--- config.mk ---
export PLATFORM = sky130hd
export DESIGN_NAME = hash_message_padder_unit
export DESIGN_NICKNAME = d
export VERILOG_FILES = /design/src/hdl/hmp_pkg.sv /design/src/hdl/hmp_front.sv /design/src/hdl/hmp_fifo.sv /design/src/hdl/hmp_back.sv /design/src/hdl/hash_message_padder_unit.sv
export SDC_FILE = /design/constraint.sdc
export NUM_CORES = 1
export LEC_CHECK = 0
export BUFFER_PORTS_ARGS = -buffer_cell sky130_fd_sc_hd__buf_2
export CAP_MARGIN = 20
export CORE_MARGIN = 8
export CORE_UTILIZATION = 30
export CTS_CLUSTER_SIZE = 24
export DETAILED_ROUTE_END_ITERATION = 16
export SLEW_MARGIN = 20
export SYNTH_ARGS = -nofsm -noshare
export SYNTH_HDL_FRONTEND = slang
export SYNTH_SLANG_ARGS = --single-unit
export TNS_END_PERCENT = 5
--- constraint.sdc ---
create_clock -name i_clk -period 11.9 [get_ports i_clk]
set_clock_uncertainty 0.2 [all_clocks]
set_input_delay 1.785 -clock i_clk [delete_from_list [all_inputs] [get_ports i_clk]]
set_output_delay 1.785 -clock i_clk [all_outputs]
set_load 0.02 [all_outputs]
--- src/hdl/hmp_pkg.sv ---
// Shared types, constants and helpers for the hash message padder.
`timescale 1ns / 1ps

package hmp_pkg;

    localparam int LENGTH_FIELD_BYTES = 8;
    localparam int WORD_BYTES         = 8;
    localparam int CMD_FIFO_DEPTH     = 4;
    localparam int CMD_PTR_W          = $clog2(CMD_FIFO_DEPTH);

    localparam int CFG_INDEX_W = 1;
    localparam int CFG_DATA_W  = 3;

    localparam logic [CFG_INDEX_W-1:0] CFG_BLOCK_SIZE_LOG2   = 1'd0;
    localparam logic [CFG_INDEX_W-1:0] CFG_LENGTH_BIG_ENDIAN = 1'd1;

    localparam logic [2:0] BLOCK_LOG2_MIN   = 3'd4;
    localparam logic [2:0] BLOCK_LOG2_RESET = 3'd6;
    localparam logic [7:0] PAD_MARKER       = 8'h80;

    typedef struct packed {
        logic [7:0] data_byte;
        logic       byte_present;
        logic       end_of_message;
    } t_in_beat;

    typedef struct packed {
        logic [63:0] out_word;
        logic        block_end;
        logic        message_end;
    } t_out_beat;

    // One queue entry: an optional finished data word, then an optional pad run.
    typedef struct packed {
        logic        has_word;
        logic        is_pad;
        logic [63:0] word;
        logic        block_end;
        logic [63:0] pad_word;
        logic [3:0]  word_idx;
        logic [63:0] len_word;
    } t_cmd;

    // Byte position mask within a block, block size clamped to 16 bytes minimum.
    function automatic logic [6:0] blk_mask(input logic [2:0] lg);
        logic [2:0] lg_eff;
        logic [7:0] m8;
        lg_eff = (lg < BLOCK_LOG2_MIN) ? BLOCK_LOG2_MIN : lg;
        m8     = (8'd1 << lg_eff) - 8'd1;
        return m8[6:0];
    endfunction

    function automatic logic [63:0] byte_swap64(input logic [63:0] v);
        logic [63:0] r;
        for (int i = 0; i < WORD_BYTES; i++) begin
            r[8*i +: 8] = v[8*(WORD_BYTES-1-i) +: 8];
        end
        return r;
    endfunction

endpackage

--- src/hdl/hmp_front.sv ---
// Front end: takes byte beats, packs words, builds pad commands.
`timescale 1ns / 1ps

module hmp_front (
    input  logic              i_clk,
    input  logic              i_rst_n,
    input  logic              i_in_valid,
    output logic              o_in_ready,
    input  hmp_pkg::t_in_beat i_in,
    input  logic [6:0]        i_mask,
    input  logic              i_big_endian,
    input  logic              i_cmd_full,
    output logic              o_cmd_push,
    output hmp_pkg::t_cmd     o_cmd
);
    import hmp_pkg::*;

    logic [60:0] r_cnt;
    logic [55:0] r_part;
    logic [2:0]  r_biw;

    logic        w_accept;
    logic [60:0] w_cnt1;
    logic [6:0]  w_pos;
    logic        w_full;
    logic [55:0] w_part1;
    logic [2:0]  w_biw1;
    logic [63:0] w_bits;
    logic [5:0]  w_shift;

    assign o_in_ready = !i_cmd_full;
    assign w_accept   = i_in_valid && o_in_ready;

    assign w_cnt1  = i_in.byte_present ? (r_cnt + 61'd1) : r_cnt;
    assign w_pos   = w_cnt1[6:0] & i_mask;
    assign w_full  = i_in.byte_present && (r_biw == 3'd7);
    assign w_part1 = !i_in.byte_present ? r_part :
                     w_full ? 56'd0 : {r_part[47:0], i_in.data_byte};
    assign w_biw1  = i_in.byte_present ? (r_biw + 3'd1) : r_biw;
    assign w_bits  = {w_cnt1, 3'b000};
    assign w_shift = {3'd7 - w_biw1, 3'b000};

    always_comb begin
        o_cmd.has_word  = w_full;
        o_cmd.is_pad    = i_in.end_of_message;
        o_cmd.word      = {r_part, i_in.data_byte};
        o_cmd.block_end = (w_pos == 7'd0);
        o_cmd.pad_word  = {w_part1, PAD_MARKER} << w_shift;
        o_cmd.word_idx  = w_pos[6:3];
        o_cmd.len_word  = i_big_endian ? w_bits : byte_swap64(w_bits);
    end

    assign o_cmd_push = w_accept && (w_full || i_in.end_of_message);

    always_ff @(posedge i_clk) begin
        if (!i_rst_n) begin
            r_cnt  <= '0;
            r_part <= '0;
            r_biw  <= '0;
        end else if (w_accept) begin
            if (i_in.end_of_message) begin
                r_cnt  <= '0;
                r_part <= '0;
                r_biw  <= '0;
            end else begin
                r_cnt  <= w_cnt1;
                r_part <= w_part1;
                r_biw  <= w_biw1;
            end
        end
    end

    a_end_clears: assert property (@(posedge i_clk) disable iff (!i_rst_n)
        (w_accept && i_in.end_of_message) |=> (r_cnt == 61'd0 && r_biw == 3'd0))
        else $error("message state not cleared after end beat");

endmodule

--- src/hdl/hmp_fifo.sv ---
// Short command queue between front and back.
`timescale 1ns / 1ps

module hmp_fifo (
    input  logic          i_clk,
    input  logic          i_rst_n,
    input  logic          i_push,
    input  hmp_pkg::t_cmd i_cmd,
    output logic          o_full,
    input  logic          i_pop,
    output logic          o_not_empty,
    output hmp_pkg::t_cmd o_cmd
);
    import hmp_pkg::*;

    t_cmd                 r_mem [CMD_FIFO_DEPTH];
    logic [CMD_PTR_W-1:0] r_wr;
    logic [CMD_PTR_W-1:0] r_rd;
    logic [CMD_PTR_W:0]   r_cnt;

    assign o_full      = (r_cnt == (CMD_PTR_W+1)'(CMD_FIFO_DEPTH));
    assign o_not_empty = (r_cnt != '0);
    assign o_cmd       = r_mem[r_rd];

    always_ff @(posedge i_clk) begin
        if (i_push) begin
            r_mem[r_wr] <= i_cmd;
        end
    end

    always_ff @(posedge i_clk) begin
        if (!i_rst_n) begin
            r_wr  <= '0;
            r_rd  <= '0;
            r_cnt <= '0;
        end else begin
            if (i_push) begin
                r_wr <= r_wr + CMD_PTR_W'(1);
            end
            if (i_pop) begin
                r_rd <= r_rd + CMD_PTR_W'(1);
            end
            r_cnt <= r_cnt + (CMD_PTR_W+1)'(i_push) - (CMD_PTR_W+1)'(i_pop);
        end
    end

    a_no_overflow: assert property (@(posedge i_clk) disable iff (!i_rst_n)
        !(i_push && o_full))
        else $error("command queue overflow");

    a_no_underflow: assert property (@(posedge i_clk) disable iff (!i_rst_n)
        !(i_pop && !o_not_empty))
        else $error("command queue underflow");

endmodule

--- src/hdl/hmp_back.sv ---
// Back end: drains commands and sends data and padding words.
`timescale 1ns / 1ps

module hmp_back (
    input  logic               i_clk,
    input  logic               i_rst_n,
    input  logic               i_cmd_valid,
    output logic               o_cmd_pop,
    input  hmp_pkg::t_cmd      i_cmd,
    input  logic [3:0]         i_last_idx,
    output logic               o_out_valid,
    input  logic               i_out_ready,
    output hmp_pkg::t_out_beat o_out
);
    import hmp_pkg::*;

    typedef enum logic [1:0] {
        S_IDLE,
        S_PAD,
        S_ZERO,
        S_LEN
    } t_state;

    t_state     r_state;
    t_cmd       r_cmd;
    logic [3:0] r_idx;
    logic       r_out_valid;
    t_out_beat  r_out;

    logic       w_load;
    logic       w_emit;
    logic [3:0] w_pad_nx;
    logic [3:0] w_zero_nx;

    assign w_load    = !r_out_valid || i_out_ready;
    assign o_cmd_pop = (r_state == S_IDLE) && i_cmd_valid && w_load;
    assign w_emit    = (r_state == S_IDLE) ? (o_cmd_pop && i_cmd.has_word) : w_load;
    assign w_pad_nx  = (r_cmd.word_idx == i_last_idx) ? 4'd0 : (r_cmd.word_idx + 4'd1);
    assign w_zero_nx = r_idx + 4'd1;

    assign o_out_valid = r_out_valid;
    assign o_out       = r_out;

    always_ff @(posedge i_clk) begin
        if (!i_rst_n) begin
            r_state     <= S_IDLE;
            r_out_valid <= 1'b0;
        end else begin
            if (w_emit) begin
                r_out_valid <= 1'b1;
            end else if (i_out_ready) begin
                r_out_valid <= 1'b0;
            end
            case (r_state)
                S_IDLE: begin
                    if (o_cmd_pop) begin
                        r_cmd <= i_cmd;
                        if (i_cmd.has_word) begin
                            r_out.out_word    <= i_cmd.word;
                            r_out.block_end   <= i_cmd.block_end;
                            r_out.message_end <= 1'b0;
                        end
                        if (i_cmd.is_pad) begin
                            r_state <= S_PAD;
                        end
                    end
                end
                S_PAD: begin
                    if (w_load) begin
                        r_out.out_word    <= r_cmd.pad_word;
                        r_out.block_end   <= (r_cmd.word_idx == i_last_idx);
                        r_out.message_end <= 1'b0;
                        r_idx             <= w_pad_nx;
                        r_state           <= (w_pad_nx == i_last_idx) ? S_LEN : S_ZERO;
                    end
                end
                S_ZERO: begin
                    if (w_load) begin
                        r_out.out_word    <= '0;
                        r_out.block_end   <= 1'b0;
                        r_out.message_end <= 1'b0;
                        r_idx             <= w_zero_nx;
                        if (w_zero_nx == i_last_idx) begin
                            r_state <= S_LEN;
                        end
                    end
                end
                S_LEN: begin
                    if (w_load) begin
                        r_out.out_word    <= r_cmd.len_word;
                        r_out.block_end   <= 1'b1;
                        r_out.message_end <= 1'b1;
                        r_state           <= S_IDLE;
                    end
                end
                default: begin
                    r_state <= S_IDLE;
                end
            endcase
        end
    end

    a_msg_end_on_block: assert property (@(posedge i_clk) disable iff (!i_rst_n)
        (r_out_valid && r_out.message_end) |-> r_out.block_end)
        else $error("message end word not on a block boundary");

    a_len_returns_idle: assert property (@(posedge i_clk) disable iff (!i_rst_n)
        (r_state == S_LEN && w_load) |=> (r_state == S_IDLE && r_out.message_end))
        else $error("length word did not close the pad run");

endmodule

--- src/hdl/hash_message_padder_unit.sv ---
// Top level of the Merkle-Damgard length padder.
`timescale 1ns / 1ps

// Message bytes enter one beat per cycle while the four-entry command queue has
// room; a beat that completes a word, or ends the message, takes a queue entry.
// The back end sends one word per cycle unless stalled: a data word is registered
// when its entry is popped and goes out in the cycle after, and an end-of-message
// entry emits its pad run of 2 to 17 words (0x80 word, zero words, length word)
// one per cycle once loaded. That pad run sets the sustained rate at message ends;
// the front keeps taking bytes during it until the queue fills. Configuration
// writes are taken at any cycle and must only occur while the block is idle.
module hash_message_padder_unit (
    input  logic                                i_clk,
    input  logic                                i_rst_n,
    input  logic                                i_in_valid,
    output logic                                o_in_ready,
    input  hmp_pkg::t_in_beat                   i_in,
    output logic                                o_out_valid,
    input  logic                                i_out_ready,
    output hmp_pkg::t_out_beat                  o_out,
    input  logic                                i_cfg_valid,
    output logic                                o_cfg_ready,
    input  logic [hmp_pkg::CFG_INDEX_W-1:0]     i_cfg_index,
    input  logic [hmp_pkg::CFG_DATA_W-1:0]      i_cfg_data
);
    import hmp_pkg::*;

    logic [2:0] r_block_lg;
    logic       r_big_endian;
    logic [6:0] w_mask;

    logic       w_push;
    t_cmd       w_push_cmd;
    logic       w_full;
    logic       w_pop;
    logic       w_not_empty;
    t_cmd       w_head_cmd;

    assign o_cfg_ready = 1'b1;
    assign w_mask      = blk_mask(r_block_lg);

    always_ff @(posedge i_clk) begin
        if (!i_rst_n) begin
            r_block_lg   <= BLOCK_LOG2_RESET;
            r_big_endian <= 1'b1;
        end else if (i_cfg_valid) begin
            case (i_cfg_index)
                CFG_BLOCK_SIZE_LOG2:   r_block_lg   <= i_cfg_data[2:0];
                CFG_LENGTH_BIG_ENDIAN: r_big_endian <= i_cfg_data[0];
                default: begin
                end
            endcase
        end
    end

    hmp_front u_front (
        .i_clk        (i_clk),
        .i_rst_n      (i_rst_n),
        .i_in_valid   (i_in_valid),
        .o_in_ready   (o_in_ready),
        .i_in         (i_in),
        .i_mask       (w_mask),
        .i_big_endian (r_big_endian),
        .i_cmd_full   (w_full),
        .o_cmd_push   (w_push),
        .o_cmd        (w_push_cmd)
    );

    hmp_fifo u_fifo (
        .i_clk       (i_clk),
        .i_rst_n     (i_rst_n),
        .i_push      (w_push),
        .i_cmd       (w_push_cmd),
        .o_full      (w_full),
        .i_pop       (w_pop),
        .o_not_empty (w_not_empty),
        .o_cmd       (w_head_cmd)
    );

    hmp_back u_back (
        .i_clk       (i_clk),
        .i_rst_n     (i_rst_n),
        .i_cmd_valid (w_not_empty),
        .o_cmd_pop   (w_pop),
        .i_cmd       (w_head_cmd),
        .i_last_idx  (w_mask[6:3]),
        .o_out_valid (o_out_valid),
        .i_out_ready (i_out_ready),
        .o_out       (o_out)
    );

endmodule

==> qor.yml <==
setup_path:
  critPathLaunchType: "primary input"
  rr_worst_depth: 7
  end_kind: "flop"
  crit_fanout: 131
  r2r_end: "u_fifo.r_mem[0][174]"
  path_class: "in -> reg"
  regToRegStartpoint: "u_front.r_biw[0]"
  cp.required_ns: 11.96
  arrival_ns: 4.56
  reg2reg_setup_slack_ns: 7.80
synth:
  synth_ff_type: "edfxtp_1"
  yosysWarnings: 0
  ys_async_sr_fraction_pct: 0
  ys_types: 63
  synthCells: 2697
  avgSynthCellArea_um2: 16.4
  synth_edf_count: 963
  synth.cell_area_um2: 44100
  synth-seq-area-share_pct: 71.7
  synth_nets: 2732
  yosys_register_bits: 1099
timing:
  slew_violations: 0
  fin_hold_ws_ns: 0.303
  rsz0062_at_grt: "false"
  tightest_slew_ns: 1.19
  hold_violations: 0
  setup_viol: 0
  tns_ns: 0
  slew_headroom_pct: 20.7
  fmax_ghz: 0.222
  finalCritPeriodShare_pct: 37.8
  final.min_clock_period_ns: 4.50
pwr:
  power_switching_share_pct: 27.4
  clkPwrFrac_pct: 33.7
  ir_worst_vdd_mv: 0.121
  p_leak_nw: 16.3
  cellPowerDensity_nw_per_um2: 198
  p_int_w: 0.00722
  p_sw_w: 0.00272
  seq_power_share_pct: 48.4
  p_comb_share_pct: 17.9
  totalPowerFinal_w: 0.00995
clock_tree:
  cts_root_buf: "clkbuf_16"
  cts_tree: "done"
  clock_latency_ns: 0.66
  cts.sinks: 1099
  postCtsSetupBuffers: 0
  cts.path.max_buffers: 3
  path_clk_slew_ns: 0.06
  cts_hold_buf: 0
  cts_resized: 0
  cts-buffers-inserted: 108
  htree_levels: 3
global_route:
  grt_usage_pct: 13.3
  grt_pass1_wl_mm: 161
  antenna_found_initial: 3
  first_global_vias: 23562
  grt_max_degree: 137
  grt.overflow.total: 0
drt:
  detail_route.first_pass.iterations: 5
  dr_total_vias: 24157
  vias_per_cell: 5.08
  post-route-drc-count: 0
  wire_per_inst_um: 23.0
  wl_mm: 109
  drtIter0Drc: 2201
  ant_nets: 0
die:
  initial_core_util_pct: 30.3
  dieArea_um2: 160000
  die_y_um: 400
  num_rows: 140
  die_x_um: 400
  core_area_um2: 146000
  ioPinCount: 88
final_layout:
  syn_to_final_growth_pct: 13.7
  antennaDiodeCount: 0
  final_area_um2: 50200
  final_nets: 2786
  fillers: 13745
  drive_above_1_share_pct: 18.4
  stdcell_count: 4759
placed_design:
  postPlaceCellArea_um2: 46700
  place_inst: 4558
  hpwlAfterDp_mm: 65.7
  port_buffers: 86
  place.gp.congestion: 0.790
flow_run:
  max_cap_viol_count: 0
hold_path:
  holdPathStages: 1
  hold-path-endpoint: "u_front.r_cnt[60]"
  hold_path_class: "reg -> reg"
  holdCritStartpoint: "u_front.r_cnt[60]"
outcome:
  status: "finished, final reports clean"
layout make-up:
type,instances,area [µm²],share of cell area (%)
clock inverters,50,475,0.947
flip-flops and latches,1099,31700,63.1
repair buffers,125,788,1.57
clock buffers,151,3020,6.01
multi-input cells,1394,11800,23.4
inverters,23,88.8,0.177
well taps,1917,2400,4.78
kinds of logic (layout without fill, tap and decap cells):
logic type / after synthesis / in the layout / share of synthesized area (%)
other: 1 / 1 / 0.00850
XOR/XNOR: 77 / 77 / 1.53
multiplexers: 296 / 296 / 12.2
flip-flops: 1099 / 1099 / 71.7
AO/OA/AOI/OAI: 475 / 475 / 6.59
adder cells (fa/ha/maj): 16 / 16 / 0.471
buffers and inverters: 204 / 349 / 1.88
AND/OR/NAND/NOR: 529 / 529 / 5.67
synthesized netlist by cell type, types with 16 or more instances:
master     number  share of area (%)
nor3_1         25               0.28
xor2_1         33               0.65
nand2_1       153                1.3
xnor2_1        44               0.87
nor2b_1        19               0.27
nand3_1        23               0.26
a22oi_1       116                2.0
dfxtp_1       136                6.2
nand4_1        20               0.28
clkbuf_1      125                1.1
o22ai_1        16               0.23
or3_1          16               0.23
mux2i_1       101                2.3
edfxtp_1      963                 66
buf_2          36               0.41
o21ai_0       140                1.6
a21oi_1       124                1.4
a2111oi_0      16               0.32
mux4_2        192                9.8
nor2_1        212                1.8
inv_1          21               0.18
layer usage:
metal	GRT usage [%]	vias up	share of wire, %
li1	-	10723	-
met1	18.6	12511	44
met2	22.1	763	49
met3	1.81	160	5.5
met4	3.06	0	1.9
met5	0	-	0
power by group through the flow:
stage | combinational (W) | sequential, W | clock [W]
2_1_floorplan | 0.00111 | 0.00494 | 0
3_3_place_gp | 0.00181 | 0.00489 | 0
3_5_place_dp | 0.00182 | 0.00490 | 0
4_1_cts | 0.00183 | 0.00482 | 0.00342
5_1_grt | 0.00192 | 0.00484 | 0.00356
6_report | 0.00178 | 0.00481 | 0.00336
per-stage QoR:
stage | utilization, % | setup WS [ns]
after floorplan | - | 3.17
after global routing | 34.4 | 7.20
after global placement | 32.0 | 6.66
after CTS | 34.4 | 7.40
after detailed placement | 32.0 | 6.71
final | 34.4 | 7.40
worst max path at each step:
stage / slack (ns) / from / cells after the start / endpoint
2_1_floorplan: 3.17 / i_rst_n / 6 / u_back.r_cmd[0]
3_3_place_gp: 6.66 / i_in[1] / 6 / u_fifo.r_mem[2][31]
3_5_place_dp: 6.71 / i_in[1] / 6 / u_fifo.r_mem[2][91]
4_1_cts: 7.40 / i_in[1] / 6 / u_fifo.r_mem[0][155]
5_1_grt: 7.20 / i_in[1] / 6 / u_fifo.r_mem[0][190]
6_report: 7.40 / i_in[1] / 6 / u_fifo.r_mem[0][174]
state kept, by name, indices dropped and copies added (netlist names), named ones only:
signal              cells
u_fifo.r_wr             2
r_block_lg              3
u_back.r_cmd          125
u_fifo.r_cnt            3
r_big_endian            1
u_front.r_cnt          61
u_fifo.r_mem          768
u_back.o_out           66
u_front.r_part         56
u_back.r_idx            4
u_front.r_biw           3
u_back.o_out_valid      1
u_fifo.r_rd             2
u_back.r_state          2
cell usage in the layout (no fill, tap or decap), types with 15 or more instances in the layout:
cell type  count
mux2i_1       99
xor2_1        33
a22oi_1      116
nand4_1       20
xnor2_1       43
clkbuf_1      30
mux4_2       192
clkinv_2      24
clkbuf_16    110
o211ai_1      15
inv_1         20
o22ai_1       16
nor2b_1       19
o21ai_0      139
nand2_1      153
nor2_1       208
dfxtp_1      132
buf_2         85
a2111oi_0     16
buf_4         35
nand3_1       23
a21oi_1      124
nor3_1        25
or3_1         16
edfxtp_1     963
worst max-delay path, cell delays in order:
cell and delay, ns:
buf_4 0.48, nand2_1 0.15, clkinv_1 0.09, o21a_1 0.25
and2_4 0.85, buf_12 0.64
No activity file was read; power rests on OpenSTA's default activity.
